[src/rtl/core/gafr_pkg.sv]
// ----------------------------------------------------------------------------
// Acknowledge frame receiver package
// Shared types and constants for the acknowledge frame receiver.
// ----------------------------------------------------------------------------
package gafr_pkg;

    localparam int FRAME_BYTES = 8;
    localparam int IDX_W       = $clog2(FRAME_BYTES);

    localparam logic [7:0] SYNC_FIRST  = 8'hB5;
    localparam logic [7:0] SYNC_SECOND = 8'h62;
    localparam logic [7:0] ACK_CLASS   = 8'h05;
    localparam logic [7:0] ACK_ID_ACK  = 8'h01;
    localparam logic [7:0] ACK_ID_NAK  = 8'h00;
    localparam logic [7:0] ACK_LEN     = 8'h02;

    // Bytes covered by the checksum: class, id, two length bytes, acked pair.
    localparam logic [IDX_W-1:0] SUM_BYTES  = IDX_W'(6);
    localparam logic [IDX_W-1:0] LAST_INDEX = IDX_W'(FRAME_BYTES - 1);

    localparam logic [15:0] ACK_TIMEOUT_RST = 16'd1000;
    localparam logic [7:0]  SYNC_GAP_RST    = 8'd20;
    localparam logic [7:0]  FRAME_LIMIT_RST = 8'd50;

    typedef enum logic [1:0] {
        ACT_BYTE  = 2'd0,
        ACT_TICK  = 2'd1,
        ACT_START = 2'd2,
        ACT_NONE  = 2'd3
    } t_action;

    typedef enum logic [1:0] {
        PH_IDLE  = 2'd0,
        PH_SCAN  = 2'd1,
        PH_SYNC2 = 2'd2,
        PH_FRAME = 2'd3
    } t_phase;

    typedef enum logic [1:0] {
        ST_OK      = 2'd0,
        ST_NAK     = 2'd1,
        ST_BADSUM  = 2'd2,
        ST_TIMEOUT = 2'd3
    } t_status;

    typedef enum logic [1:0] {
        REG_ACK_TIMEOUT = 2'd0,
        REG_SYNC_GAP    = 2'd1,
        REG_FRAME_LIMIT = 2'd2,
        REG_UNUSED      = 2'd3
    } t_reg_index;

    typedef struct packed {
        logic [15:0] ack_timeout;
        logic [7:0]  sync_gap_limit;
        logic [7:0]  frame_limit;
    } t_cfg;

    typedef struct packed {
        logic [1:0] action;
        logic [7:0] rx_byte;
        logic [7:0] expected_class;
        logic [7:0] cmd_id;
    } t_item;

endpackage

[src/rtl/core/gafr_cfg_regs.sv]
// ----------------------------------------------------------------------------
// Configuration registers
// Holds the three timing limits, written through an always-ready port.
// ----------------------------------------------------------------------------
module gafr_cfg_regs
    import gafr_pkg::*;
(
    input  logic        i_clk,
    input  logic        i_rst_n,
    input  logic        i_cfg_valid,
    input  logic [1:0]  i_cfg_index,
    input  logic [15:0] i_cfg_data,
    output logic        o_cfg_ready,
    output t_cfg        o_cfg
);

    t_cfg r_cfg;
    t_cfg n_cfg;

    assign o_cfg_ready = 1'b1;
    assign o_cfg       = r_cfg;

    always_comb begin
        n_cfg = r_cfg;
        if (i_cfg_valid) begin
            case (t_reg_index'(i_cfg_index))
                REG_ACK_TIMEOUT: n_cfg.ack_timeout    = i_cfg_data;
                REG_SYNC_GAP:    n_cfg.sync_gap_limit = i_cfg_data[7:0];
                REG_FRAME_LIMIT: n_cfg.frame_limit    = i_cfg_data[7:0];
                default:         n_cfg = r_cfg;
            endcase
        end
    end

    always_ff @(posedge i_clk) begin
        if (!i_rst_n) begin
            r_cfg.ack_timeout    <= ACK_TIMEOUT_RST;
            r_cfg.sync_gap_limit <= SYNC_GAP_RST;
            r_cfg.frame_limit    <= FRAME_LIMIT_RST;
        end else begin
            r_cfg <= n_cfg;
        end
    end

endmodule

[src/rtl/core/gafr_in_reg.sv]
// ----------------------------------------------------------------------------
// Input register
// Captures one input word and holds it until the core consumes it.
// ----------------------------------------------------------------------------
module gafr_in_reg
    import gafr_pkg::*;
(
    input  logic  i_clk,
    input  logic  i_rst_n,
    input  logic  i_in_valid,
    input  t_item i_item,
    input  logic  i_take,
    output logic  o_in_stall,
    output logic  o_valid,
    output t_item o_item
);

    logic  r_valid;
    t_item r_item;
    logic  load;

    // A held word that the core cannot take this cycle blocks the input.
    assign o_in_stall = r_valid && !i_take;
    assign load       = i_in_valid && !o_in_stall;
    assign o_valid    = r_valid;
    assign o_item     = r_item;

    always_ff @(posedge i_clk) begin
        if (!i_rst_n) begin
            r_valid <= 1'b0;
        end else if (load) begin
            r_valid <= 1'b1;
        end else if (i_take) begin
            r_valid <= 1'b0;
        end
    end

    always_ff @(posedge i_clk) begin
        if (load) begin
            r_item <= i_item;
        end
    end

endmodule

[src/rtl/core/gafr_core.sv]
// ----------------------------------------------------------------------------
// Receiver core
// Sync search, frame capture, Fletcher-8 check and tick based timeouts.
// ----------------------------------------------------------------------------
module gafr_core
    import gafr_pkg::*;
(
    input  logic       i_clk,
    input  logic       i_rst_n,
    input  logic       i_take,
    input  t_item      i_item,
    input  t_cfg       i_cfg,
    output logic       o_result,
    output logic [1:0] o_status
);

    t_phase           r_phase,   n_phase;
    logic [15:0]      r_elapsed, n_elapsed;
    logic [7:0]       r_gap,     n_gap;
    logic [IDX_W-1:0] r_index,   n_index;
    logic [7:0]       r_want_class, n_want_class;
    logic [7:0]       r_want_id,    n_want_id;
    logic [7:0]       r_sum_a,   n_sum_a;
    logic [7:0]       r_sum_b,   n_sum_b;
    logic [7:0]       r_frame [FRAME_BYTES];

    logic       frame_wr;
    logic       header_ok;
    logic       sum_ok;
    logic [7:0] gap_inc;
    logic [7:0] gap_lim;
    t_phase     tick_phase;
    logic [7:0] rx;

    assign rx = i_item.rx_byte;

    // At the last byte, byte 7 is still on the input and serves as check B.
    assign header_ok = (r_frame[0] == ACK_CLASS)
                    && (r_frame[1] == ACK_ID_ACK || r_frame[1] == ACK_ID_NAK)
                    && (r_frame[2] == ACK_LEN) && (r_frame[3] == 8'd0)
                    && (r_frame[4] == r_want_class) && (r_frame[5] == r_want_id);
    assign sum_ok    = (r_sum_a == r_frame[6]) && (r_sum_b == rx);

    assign gap_inc = (r_gap == 8'hFF) ? r_gap : r_gap + 8'd1;
    assign gap_lim = (r_phase == PH_SYNC2) ? i_cfg.sync_gap_limit : i_cfg.frame_limit;

    always_comb begin
        n_phase      = r_phase;
        n_elapsed    = r_elapsed;
        n_gap        = r_gap;
        n_index      = r_index;
        n_want_class = r_want_class;
        n_want_id    = r_want_id;
        n_sum_a      = r_sum_a;
        n_sum_b      = r_sum_b;
        frame_wr     = 1'b0;
        o_result     = 1'b0;
        o_status     = ST_OK;
        tick_phase   = r_phase;

        if (i_take) begin
            case (t_action'(i_item.action))
                ACT_START: begin
                    n_want_class = i_item.expected_class;
                    n_want_id    = i_item.cmd_id;
                    n_elapsed    = 16'd0;
                    n_gap        = 8'd0;
                    n_index      = '0;
                    n_phase      = PH_SCAN;
                end
                ACT_TICK: begin
                    if (r_phase != PH_IDLE) begin
                        n_elapsed = (r_elapsed == 16'hFFFF) ? r_elapsed
                                                            : r_elapsed + 16'd1;
                        if (r_phase inside {PH_SYNC2, PH_FRAME}) begin
                            n_gap = gap_inc;
                            if (gap_inc >= gap_lim) begin
                                tick_phase = PH_SCAN;
                            end
                        end
                        n_phase = tick_phase;
                        if (tick_phase == PH_SCAN && n_elapsed >= i_cfg.ack_timeout) begin
                            o_result = 1'b1;
                            o_status = ST_TIMEOUT;
                            n_phase  = PH_IDLE;
                        end
                    end
                end
                ACT_BYTE: begin
                    case (r_phase)
                        PH_SCAN: begin
                            if (r_elapsed >= i_cfg.ack_timeout) begin
                                o_result = 1'b1;
                                o_status = ST_TIMEOUT;
                                n_phase  = PH_IDLE;
                            end else if (rx == SYNC_FIRST) begin
                                n_phase = PH_SYNC2;
                                n_gap   = 8'd0;
                            end
                        end
                        PH_SYNC2: begin
                            if (rx == SYNC_SECOND) begin
                                n_phase = PH_FRAME;
                                n_gap   = 8'd0;
                                n_index = '0;
                                n_sum_a = 8'd0;
                                n_sum_b = 8'd0;
                            end else begin
                                n_phase = PH_SCAN;
                            end
                        end
                        PH_FRAME: begin
                            frame_wr = 1'b1;
                            if (r_index < SUM_BYTES) begin
                                n_sum_a = r_sum_a + rx;
                                n_sum_b = r_sum_b + n_sum_a;
                            end
                            if (r_index == LAST_INDEX) begin
                                n_index = '0;
                                if (!header_ok) begin
                                    n_phase = PH_SCAN;
                                end else begin
                                    o_result = 1'b1;
                                    n_phase  = PH_IDLE;
                                    if (!sum_ok) begin
                                        o_status = ST_BADSUM;
                                    end else if (r_frame[1] == ACK_ID_ACK) begin
                                        o_status = ST_OK;
                                    end else begin
                                        o_status = ST_NAK;
                                    end
                                end
                            end else begin
                                n_index = r_index + IDX_W'(1);
                            end
                        end
                        default: n_phase = r_phase;
                    endcase
                end
                default: n_phase = r_phase;
            endcase
        end
    end

    always_ff @(posedge i_clk) begin
        if (!i_rst_n) begin
            r_phase      <= PH_IDLE;
            r_elapsed    <= 16'd0;
            r_gap        <= 8'd0;
            r_index      <= '0;
            r_want_class <= 8'd0;
            r_want_id    <= 8'd0;
            r_sum_a      <= 8'd0;
            r_sum_b      <= 8'd0;
        end else begin
            r_phase      <= n_phase;
            r_elapsed    <= n_elapsed;
            r_gap        <= n_gap;
            r_index      <= n_index;
            r_want_class <= n_want_class;
            r_want_id    <= n_want_id;
            r_sum_a      <= n_sum_a;
            r_sum_b      <= n_sum_b;
        end
    end

    always_ff @(posedge i_clk) begin
        if (frame_wr) begin
            r_frame[r_index] <= rx;
        end
    end

endmodule

[src/rtl/core/gafr_out_reg.sv]
// ----------------------------------------------------------------------------
// Result register
// Holds one status word until the downstream side takes it.
// ----------------------------------------------------------------------------
module gafr_out_reg
    import gafr_pkg::*;
(
    input  logic       i_clk,
    input  logic       i_rst_n,
    input  logic       i_load,
    input  logic [1:0] i_status,
    input  logic       i_out_stall,
    output logic       o_ready,
    output logic       o_out_valid,
    output logic [1:0] o_status
);

    logic       r_valid;
    logic [1:0] r_status;

    // Free now, or about to be emptied at this edge.
    assign o_ready     = !r_valid || !i_out_stall;
    assign o_out_valid = r_valid;
    assign o_status    = r_status;

    always_ff @(posedge i_clk) begin
        if (!i_rst_n) begin
            r_valid <= 1'b0;
        end else if (i_load) begin
            r_valid <= 1'b1;
        end else if (!i_out_stall) begin
            r_valid <= 1'b0;
        end
    end

    always_ff @(posedge i_clk) begin
        if (i_load) begin
            r_status <= i_status;
        end
    end

endmodule

[src/rtl/core/gnss_ack_frame_receiver.sv]
// ----------------------------------------------------------------------------
// GNSS acknowledge frame receiver
// Waits for an acknowledge frame that answers a sent command and reports it.
// ----------------------------------------------------------------------------
//  channel  | direction | handshake                | payload
//  ---------+-----------+--------------------------+---------------------------
//  in       | to block  | i_in_valid / o_in_stall  | action, rx_byte, class, id
//  out      | from block| o_out_valid / i_out_stall| status
//  cfg      | to block  | i_cfg_valid / o_cfg_ready| index, data
//
//  Every word passes the input register, then goes through the receiver state
//  logic into the result register. A new word is taken every cycle unless a
//  stalled result blocks it. Reset is synchronous and clears all control
//  state; the configuration port is always ready. A stalled result holds the
//  output register, and one more input word then waits in the input register.
// ----------------------------------------------------------------------------
module gnss_ack_frame_receiver
    import gafr_pkg::*;
(
    input  logic        i_clk,
    input  logic        i_rst_n,
    input  logic        i_in_valid,
    output logic        o_in_stall,
    input  logic [1:0]  i_action,
    input  logic [7:0]  i_rx_byte,
    input  logic [7:0]  i_expected_class,
    input  logic [7:0]  i_cmd_id,
    output logic        o_out_valid,
    input  logic        i_out_stall,
    output logic [1:0]  o_status,
    input  logic        i_cfg_valid,
    output logic        o_cfg_ready,
    input  logic [1:0]  i_cfg_index,
    input  logic [15:0] i_cfg_data
);

    t_cfg       cfg;
    t_item      in_item;
    t_item      held_item;
    logic       held_valid;
    logic       out_ready;
    logic       take;
    logic       result;
    logic [1:0] status;

    assign in_item.action         = i_action;
    assign in_item.rx_byte        = i_rx_byte;
    assign in_item.expected_class = i_expected_class;
    assign in_item.cmd_id         = i_cmd_id;

    assign take = held_valid && out_ready;

    gafr_cfg_regs u_cfg (
        .i_clk       (i_clk),
        .i_rst_n     (i_rst_n),
        .i_cfg_valid (i_cfg_valid),
        .i_cfg_index (i_cfg_index),
        .i_cfg_data  (i_cfg_data),
        .o_cfg_ready (o_cfg_ready),
        .o_cfg       (cfg)
    );

    gafr_in_reg u_in (
        .i_clk      (i_clk),
        .i_rst_n    (i_rst_n),
        .i_in_valid (i_in_valid),
        .i_item     (in_item),
        .i_take     (take),
        .o_in_stall (o_in_stall),
        .o_valid    (held_valid),
        .o_item     (held_item)
    );

    gafr_core u_core (
        .i_clk    (i_clk),
        .i_rst_n  (i_rst_n),
        .i_take   (take),
        .i_item   (held_item),
        .i_cfg    (cfg),
        .o_result (result),
        .o_status (status)
    );

    gafr_out_reg u_out (
        .i_clk       (i_clk),
        .i_rst_n     (i_rst_n),
        .i_load      (result),
        .i_status    (status),
        .i_out_stall (i_out_stall),
        .o_ready     (out_ready),
        .o_out_valid (o_out_valid),
        .o_status    (o_status)
    );

endmodule

[config.mk]
export PLATFORM = sky130hd
export DESIGN_NAME = gnss_ack_frame_receiver
export DESIGN_NICKNAME = d
export VERILOG_FILES = /design/src/rtl/core/gafr_pkg.sv /design/src/rtl/core/gafr_cfg_regs.sv /design/src/rtl/core/gafr_in_reg.sv /design/src/rtl/core/gafr_core.sv /design/src/rtl/core/gafr_out_reg.sv /design/src/rtl/core/gnss_ack_frame_receiver.sv
export SDC_FILE = /design/constraint.sdc
export NUM_CORES = 1
export LEC_CHECK = 0
export BUFFER_PORTS_ARGS = -buffer_cell sky130_fd_sc_hd__buf_2
export CORE_UTILIZATION = 40
export CTS_CLUSTER_DIAMETER = 200
export DETAILED_ROUTE_END_ITERATION = 7
export GPL_ROUTABILITY_DRIVEN = 1
export PLACE_DENSITY = 0.57
export SLEW_MARGIN = 20
export SYNTH_ARGS = -nofsm -noshare
export SYNTH_HDL_FRONTEND = slang
export SYNTH_SLANG_ARGS = --single-unit
[constraint.sdc]
create_clock -name i_clk -period 2.9 [get_ports i_clk]
set_input_delay 0.29 -clock i_clk [delete_from_list [all_inputs] [get_ports i_clk]]
set_output_delay 0.29 -clock i_clk [all_outputs]
set_load 0.01 [all_outputs]
==> results of run 1 <==
## cell type report
cell class	count	area (µm²)
flip-flops and latches	179	4440
well taps	275	344
clock inverters	14	158
clock buffers	18	450
multi-input cells	644	4370
repair buffers	146	966
fillers	1971	10500
inverters	28	105
## kinds of logic after synthesis
family / count (synthesis) / synth area share [%]
AOI/OAI and AO/OA: 177 / 12.2
xor gates and xnor gates: 57 / 5.67
adders and majority gates: 60 / 8.69
buffers and inverters: 58 / 2.60
DFF: 179 / 50.2
muxes: 24 / 2.83
other: 1 / 0.0426
and+or+nand+nor: 325 / 17.8
## routing by layer
metal  GRT usage (%)  wire length (µm)  part of all wire [%]
met5               0                 0                     0
met4            5.45               265                   1.3
met2            34.4             10600                    50
met3            3.00               696                   3.3
met1            24.6              9490                    45
## sequential cells by signal, indices dropped and copies added, names as in the netlist
name                 count
u_out.o_status           2
u_core.r_want_id         8
u_in.o_item             26
u_core.r_want_class      8
u_cfg.o_cfg             32
u_core.r_elapsed        16
u_core.r_index           3
u_core.r_phase           2
u_core.r_sum_b           8
u_core.r_sum_a           8
u_in.o_valid             1
u_out.o_out_valid        1
u_core.r_frame          56
u_core.r_gap             8
## cell usage after synthesis, types with 3 or more instances
master                     number
sky130_fd_sc_hd__nand2_1      120
sky130_fd_sc_hd__dfxtp_1       95
sky130_fd_sc_hd__edfxtp_1      84
sky130_fd_sc_hd__a21oi_1       78
sky130_fd_sc_hd__nor2_1        65
sky130_fd_sc_hd__ha_1          58
sky130_fd_sc_hd__xor2_1        40
sky130_fd_sc_hd__o21ai_0       32
sky130_fd_sc_hd__nand3_1       28
sky130_fd_sc_hd__inv_1         27
sky130_fd_sc_hd__clkbuf_1      23
sky130_fd_sc_hd__nor3_1        19
sky130_fd_sc_hd__nor4_1        18
sky130_fd_sc_hd__mux2i_1       17
sky130_fd_sc_hd__xnor2_1       17
sky130_fd_sc_hd__nand2b_1      14
sky130_fd_sc_hd__nand4_1       14
sky130_fd_sc_hd__a22oi_1       13
sky130_fd_sc_hd__and3_1        10
sky130_fd_sc_hd__o211ai_1       8
sky130_fd_sc_hd__a21o_1         7
sky130_fd_sc_hd__a31oi_1        7
sky130_fd_sc_hd__mux2_2         7
sky130_fd_sc_hd__nor2b_1        7
sky130_fd_sc_hd__o21a_1         7
sky130_fd_sc_hd__buf_2          6
sky130_fd_sc_hd__or3_1          5
sky130_fd_sc_hd__and2_1         4
sky130_fd_sc_hd__a211oi_1       3
sky130_fd_sc_hd__a41oi_1        3
sky130_fd_sc_hd__and4_1         3
sky130_fd_sc_hd__nor4b_1        3
sky130_fd_sc_hd__or2_2          3
## critical path, stage by stage (launching register included)
cell and delay (ps):
sky130_fd_sc_hd__dfxtp_4 360, sky130_fd_sc_hd__ha_4 130, sky130_fd_sc_hd__and3_4 200, sky130_fd_sc_hd__nand2b_4 80, sky130_fd_sc_hd__nor3_4 320, sky130_fd_sc_hd__buf_4 170
sky130_fd_sc_hd__nor2_1 60, sky130_fd_sc_hd__xor2_1 150, sky130_fd_sc_hd__ha_1 290, sky130_fd_sc_hd__nand2_1 60, sky130_fd_sc_hd__o21ai_1 230, sky130_fd_sc_hd__a311oi_2 160
sky130_fd_sc_hd__a221oi_2 340, sky130_fd_sc_hd__a21oi_2 100, sky130_fd_sc_hd__a21oi_2 170
## per-stage QoR
| stage | setup slack, ps | hold WS (ps) | cells |
|---|---|---|---|
| after CTS | -103 | 9.78 | 1298 |
| final | -206 | 27.1 | 1304 |
| after global routing | -330 | 9.93 | 1304 |
| after detailed placement | -158 | 446 | 1262 |
| after floorplan | -12.3 | 389 | 881 |
| after global placement | -107 | 442 | 1262 |
## power by group
| group | switching (W) | total [W] | internal [W] |
|---|---|---|---|
| combinational | 0.000191 | 0.000316 | 0.000125 |
| clock | 0.00111 | 0.00231 | 0.00121 |
| sequential | 0.0000341 | 0.00273 | 0.00270 |
| total | 0.00133 | 0.00536 | 0.00403 |
## what timing repair did
item | CTS | global route
pin swaps | 13 | 19
resized for setup | 5 | 16
endpoints found under the hold margin | 0 | 0
setup buffers | 4 | 6
setup endpoints to repair | 7 | 16
## final timing paths
check,from,end,cells past startpoint
worst max-delay path,u_core.r_elapsed[1],u_out.o_status[0],14
worst min-delay path,i_cmd_id[0],u_in.o_item[0],1
worst max register to register,u_core.r_elapsed[1],u_out.o_status[0],14
worst min register to register,u_cfg.o_cfg[29],u_cfg.o_cfg[29],2
==> run metrics, run 1 <==
result of the run=finished, violations left; violations in the final reports=setup timing; post-route cell area=0.0108 mm²; I/O Pins=54; Final setup viols=7; arrival time at the worst endpoint=3240 ps; max-cap violation count=0; portion of the post-synthesis area used by sequential elements=50.2%; Yosys cell types=62; setup TNS after final layout=-1020 ps; number of buffers added on ports=52; post-place instance area=0.0101 mm²; DIE WIDTH=150 µm; number of enable-type register cells in the synthesized netlist=84; post-layout min period=3110 ps; top area cells in the synthesized netlist=sky130_fd_sc_hd__edfxtp_1, sky130_fd_sc_hd__dfxtp_1, sky130_fd_sc_hd__ha_1; global route total overflow=0; largest fanout on the critical path=6; all-layer global routing usage=19.5%; DRC violation total after the first TritonRoute iteration=344; Synth warnings=0; leading cell type in the layout, fill and taps excluded=sky130_fd_sc_hd__nand2_1; static power due to leakage=4.42 nW; number of sinks handled by clock tree synthesis=179; number of detailed-route iterations in the first pass=4; hold-fix buffers at CTS=0; Critical Setup Path Class=reg2reg; average wire per cell in the routed design=16.1 µm; max-slew violation count=0; max frequency=322 MHz; maximum level of the CTS H-tree=4; reg-to-reg setup timing slack=-210 ps; worst slew slack as a fraction of its limit=39.5%; Seq cells post-synth=179; Core Util, Final=50.9%; setup repair after global routing missed its margin=yes; wire length of the first global-routing pass=34.0 mm; Skew-Pair Late Insertion Delay=430 ps; Cells after Synth=881; worst min-delay path category=in2reg; Peak VDD IR=422 µV; clock tree buffer depth=2; antenna violations before repair=0; total chip power=0.00536 W; post-synth top area cell=sky130_fd_sc_hd__edfxtp_1; CP endpoint kind=register; Final Skew=9.51 ps; area enclosed by the die boundary=0.0226 mm²; post-synth top area share=28.6%; Detail Route Antenna Nets=0; Worst Path Required=3030 ps; Primary FF master, synth=sky130_fd_sc_hd__dfxtp_1; commonest cells after routing, fill and taps aside=sky130_fd_sc_hd__nand2_1, sky130_fd_sc_hd__buf_4, sky130_fd_sc_hd__dfxtp_1; clock tree from TritonCTS=built; worst path setup slack after routing=-206 ps; number of nets in the final layout=1125; Die Y=150 µm; final worst-path cycle share=107%; Least-Margin Pin Slew=900 ps; initial core utilization=41.4%; number of DRC violations after detailed routing=0; maximum number of pins on one net before global-route repair=47; site row count=53; proportion of register bits with asynchronous set or reset after synthesis=0%; PwrDens=495 mW/mm²; HPWL after DPL=15.3 mm; Post-Route WL=21.1 mm; vias in the first global route=6736; via total after detailed routing=6883; area of the mapped netlist=0.00881 mm²; area of the placeable core=0.0213 mm²; final antenna diode count=0; GPL Wtd Cong=0.856; post-synth net total=990; number of buffers inserted during clock tree synthesis=17; Synth Area per Inst=10.0 µm²; Clk pin slew, worst setup/hold paths=80 ps; cell chosen for the clock root=sky130_fd_sc_hd__clkbuf_16; Final Hold Viols=0; synthesis-to-finish area growth=22.9%; Critical Path Start Type=register; ratio of routed vias to standard cells=5.28; fraction of layout cells with a size suffix above 1=23.1%
Power figures use the tool's default switching activity.
==> run 2, diff against run 1 <==
CORE_UTILIZATION = 35   (was 40)
PLACE_DENSITY = 0.52   (was 0.57)
==> run metrics, run 2 (same netlist as run 1, synthesis figures left out) <==
result of the run=finished, violations left; violations in the final reports=setup timing; CP endpoint kind=register; I/O Pins=54 (unchanged); wire length of the first global-routing pass=35.1 mm (+3.4%); internal power summed over all cells=0.00407 W (+0.90%); number of flip-flops in the largest register=56 (unchanged); max frequency=324 MHz (+0.63%); ratio of routed vias to standard cells=5.01 (-5.0%); fraction of layout cells with a size suffix above 1=23.1% (-0.060 points); setup repair after global routing missed its margin=yes; Critical Setup Path Class=reg2reg; Clk pin slew, worst setup/hold paths=80 ps (about the same); fraction of power consumed by sequential logic=49.1% (-1.9 points); count of placed standard cells including taps=1315 (+4.2%); termination of the worst setup path=u_core.r_sum_b[7]; number of buffers inserted during clock tree synthesis=17 (unchanged); number of detailed-route iterations in the first pass=4 (unchanged); via total after detailed routing=6884 (+0.015%); all-layer global routing usage=17.5% (-2.0 points); Detail Route Antenna Nets=0 (unchanged); DRC violation total after the first TritonRoute iteration=368 (+7.0%); total net switching power=0.00150 W (+13%); largest incremental delay on the critical path=450 ps (+90 ps); GPL Wtd Cong=0.797 (-6.9%); antenna violations before repair=0 (unchanged); number of sinks handled by clock tree synthesis=179 (unchanged); clock tree from TritonCTS=built; cell chosen for the clock root=sky130_fd_sc_hd__clkbuf_16; Final Skew=14.3 ps (+4.83 ps); Final Hold Viols=0 (unchanged); cell breakdown of the critical path=ha_4, fa_2, a21o_1, a21oi_2, o21bai_1, a21oi_2, xnor2_2, ha_4, nor2_1, nor2_1, o41a_1, xnor2_2, mux2_4, a21oi_1; Post-Route WL=22.0 mm (+4.6%); largest register by flop count=u_core.r_frame; clock tree buffer depth=2 (unchanged); final antenna diode count=0 (unchanged); worst slew slack as a fraction of its limit=48.6% (+9.1 points); Comb pwr share=6.1% (+0.2 points); critical hold path startpoint=i_expected_class[5]; site row count=57 (+7.5%); average wire per cell in the routed design=16.0 µm (-0.68%); area taken by flip-flops and latches=0.00444 mm² (unchanged); reg-to-reg setup timing slack=-190 ps (+20 ps); number of nets in the final layout=1145 (+1.8%); number of DRC violations after detailed routing=0 (unchanged); area of the multi-input gates=0.00440 mm² (+0.77%); Final setup viols=7 (unchanged); Max stage delay cell, worst path=sky130_fd_sc_hd__edfxtp_1; number of cell instances on the worst register-to-register path=14 (unchanged); maximum number of pins on one net before global-route repair=67 (+43%); global route total overflow=0 (unchanged); area of the placeable core=0.0245 mm² (+15%); PwrDens=499 mW/mm² (+0.68%); Critical Path Start Type=register; post-layout min period=3090 ps (-19.3 ps); worst path setup slack after routing=-187 ps (+19.3 ps); arrival time at the worst endpoint=3450 ps (+210 ps); Skew-Pair Late Insertion Delay=450 ps (+20 ps); DIE WIDTH=161 µm (+6.8%); largest fanout on the critical path=2 (-4); initial core utilization=35.9% (-5.5 points); number of buffers added on ports=52 (unchanged); static power due to leakage=4.54 nW (+2.8%); Filler Cells Inserted=2362 (+20%); leading cell type in the layout, fill and taps excluded=sky130_fd_sc_hd__nand2_1; Switching Fraction=27.0% (+2.1 points); HPWL after DPL=15.7 mm (+2.7%); fin cells=1373 (+5.3%); clock network fraction of total power=44.8% (+1.7 points); commonest cells after routing, fill and taps aside=sky130_fd_sc_hd__nand2_1, sky130_fd_sc_hd__buf_4, sky130_fd_sc_hd__dfxtp_1; max-cap violation count=0 (unchanged); worst min-delay path category=in2reg; final worst hold slack=15.5 ps (-11.6 ps); crit path launch=u_in.o_item[16]; Reg-to-Reg End=u_core.r_sum_b[7]; setup TNS after final layout=-942 ps (+75.9 ps); Die Y=161 µm (+6.8%); Least-Margin Pin Slew=771 ps (-130 ps); area enclosed by the die boundary=0.0258 mm² (+14%); FF-to-FF Start=u_in.o_item[16]; Worst Path Required=3270 ps (+240 ps); max-slew violation count=0 (unchanged); vias in the first global route=6637 (-1.5%); maximum level of the CTS H-tree=4 (unchanged); Peak VDD IR=302 µV (-28%); final worst-path cycle share=106% (-0.67 points); synthesis-to-finish area growth=26.7%
## run 2: cell count changes in the layout (fill, tap and decap cells not counted), moves of 3 or more
cell,before,now
sky130_fd_sc_hd__a21oi_1,67,70
sky130_fd_sc_hd__a21oi_2,11,8
sky130_fd_sc_hd__dlygate4sd3_1,0,17
sky130_fd_sc_hd__ha_4,1,4
sky130_fd_sc_hd__inv_12,0,5
sky130_fd_sc_hd__inv_8,4,1
sky130_fd_sc_hd__o21ai_0,28,25
sky130_fd_sc_hd__o21ai_1,5,8
## run 2: area by class of cell
type | count | share of cell area, %
Sequential cell | 179 | 39.8
Multi-Input combinational cell | 644 | 39.4
Timing Repair Buffer | 166 | 10.4
Clock buffer | 17 | 3.81
Tap cell | 324 | 3.63
Clock inverter | 15 | 2.04
Inverter | 28 | 0.941
## run 2: worst min path at each step
stage | cells past startpoint | end | slack [ps]
final | 1 | u_in.o_item[13] | 20
after CTS | 1 | u_in.o_item[11] | 0.2
after global placement | 2 | u_cfg.o_cfg[3] | 440
after floorplan | 0 | u_in.o_item[0] | 390
after global routing | 1 | u_in.o_item[22] | 0.1
after detailed placement | 2 | u_cfg.o_cfg[7] | 450
## run 2: timing repair
item,CTS,global route
gates cloned,0,0
setup endpoints to repair,7,17
hold endpoints to repair,12,5
setup buffers,5,4
gates resized for setup,6,22
hold buffers,12,5
pin swaps,11,21
## run 2: metrics by stage
stage          total power [W]  util (%)  setup WS [ps]  cell area (µm²)
4_1_cts                0.00561      44.7           -109            11000
3_5_place_dp           0.00311      41.4           -231            10100
2_1_floorplan          0.00296         -          -12.3             8940
3_3_place_gp           0.00310      41.4           -122            10100
6_report               0.00557      45.5           -187            11200
5_1_grt                0.00577      45.5           -336            11200
## run 2: metal layers
layer / GRT usage [%] / vias to the layer above / share of wire [%]
li1: - / 3500 / -
met1: 22.0 / 3286 / 46
met2: 30.8 / 87 / 50
met3: 3.23 / 11 / 2.9
met4: 4.11 / 0 / 0.74
met5: 0 / - / 0
## run 2: power groups by stage
stage / Sequential [W] / Combinational, W / Clock (W)
finish: 0.00273 / 0.000342 / 0.00249
global route: 0.00274 / 0.000381 / 0.00265
CTS: 0.00273 / 0.000331 / 0.00255
detailed placement: 0.00279 / 0.000315 / 0
global placement: 0.00279 / 0.000314 / 0
floorplan: 0.00279 / 0.000176 / 0
## run 2: critical path, delay by kind of cell, from the launching register on
family | cells | cell delay (ps)
AO/OA/AOI/OAI | 6 | 1000
flip-flops | 1 | 450
adder cells (fa/ha/maj) | 3 | 830
AND/OR/NAND/NOR | 2 | 170
XOR/XNOR | 2 | 240
multiplexers | 1 | 310
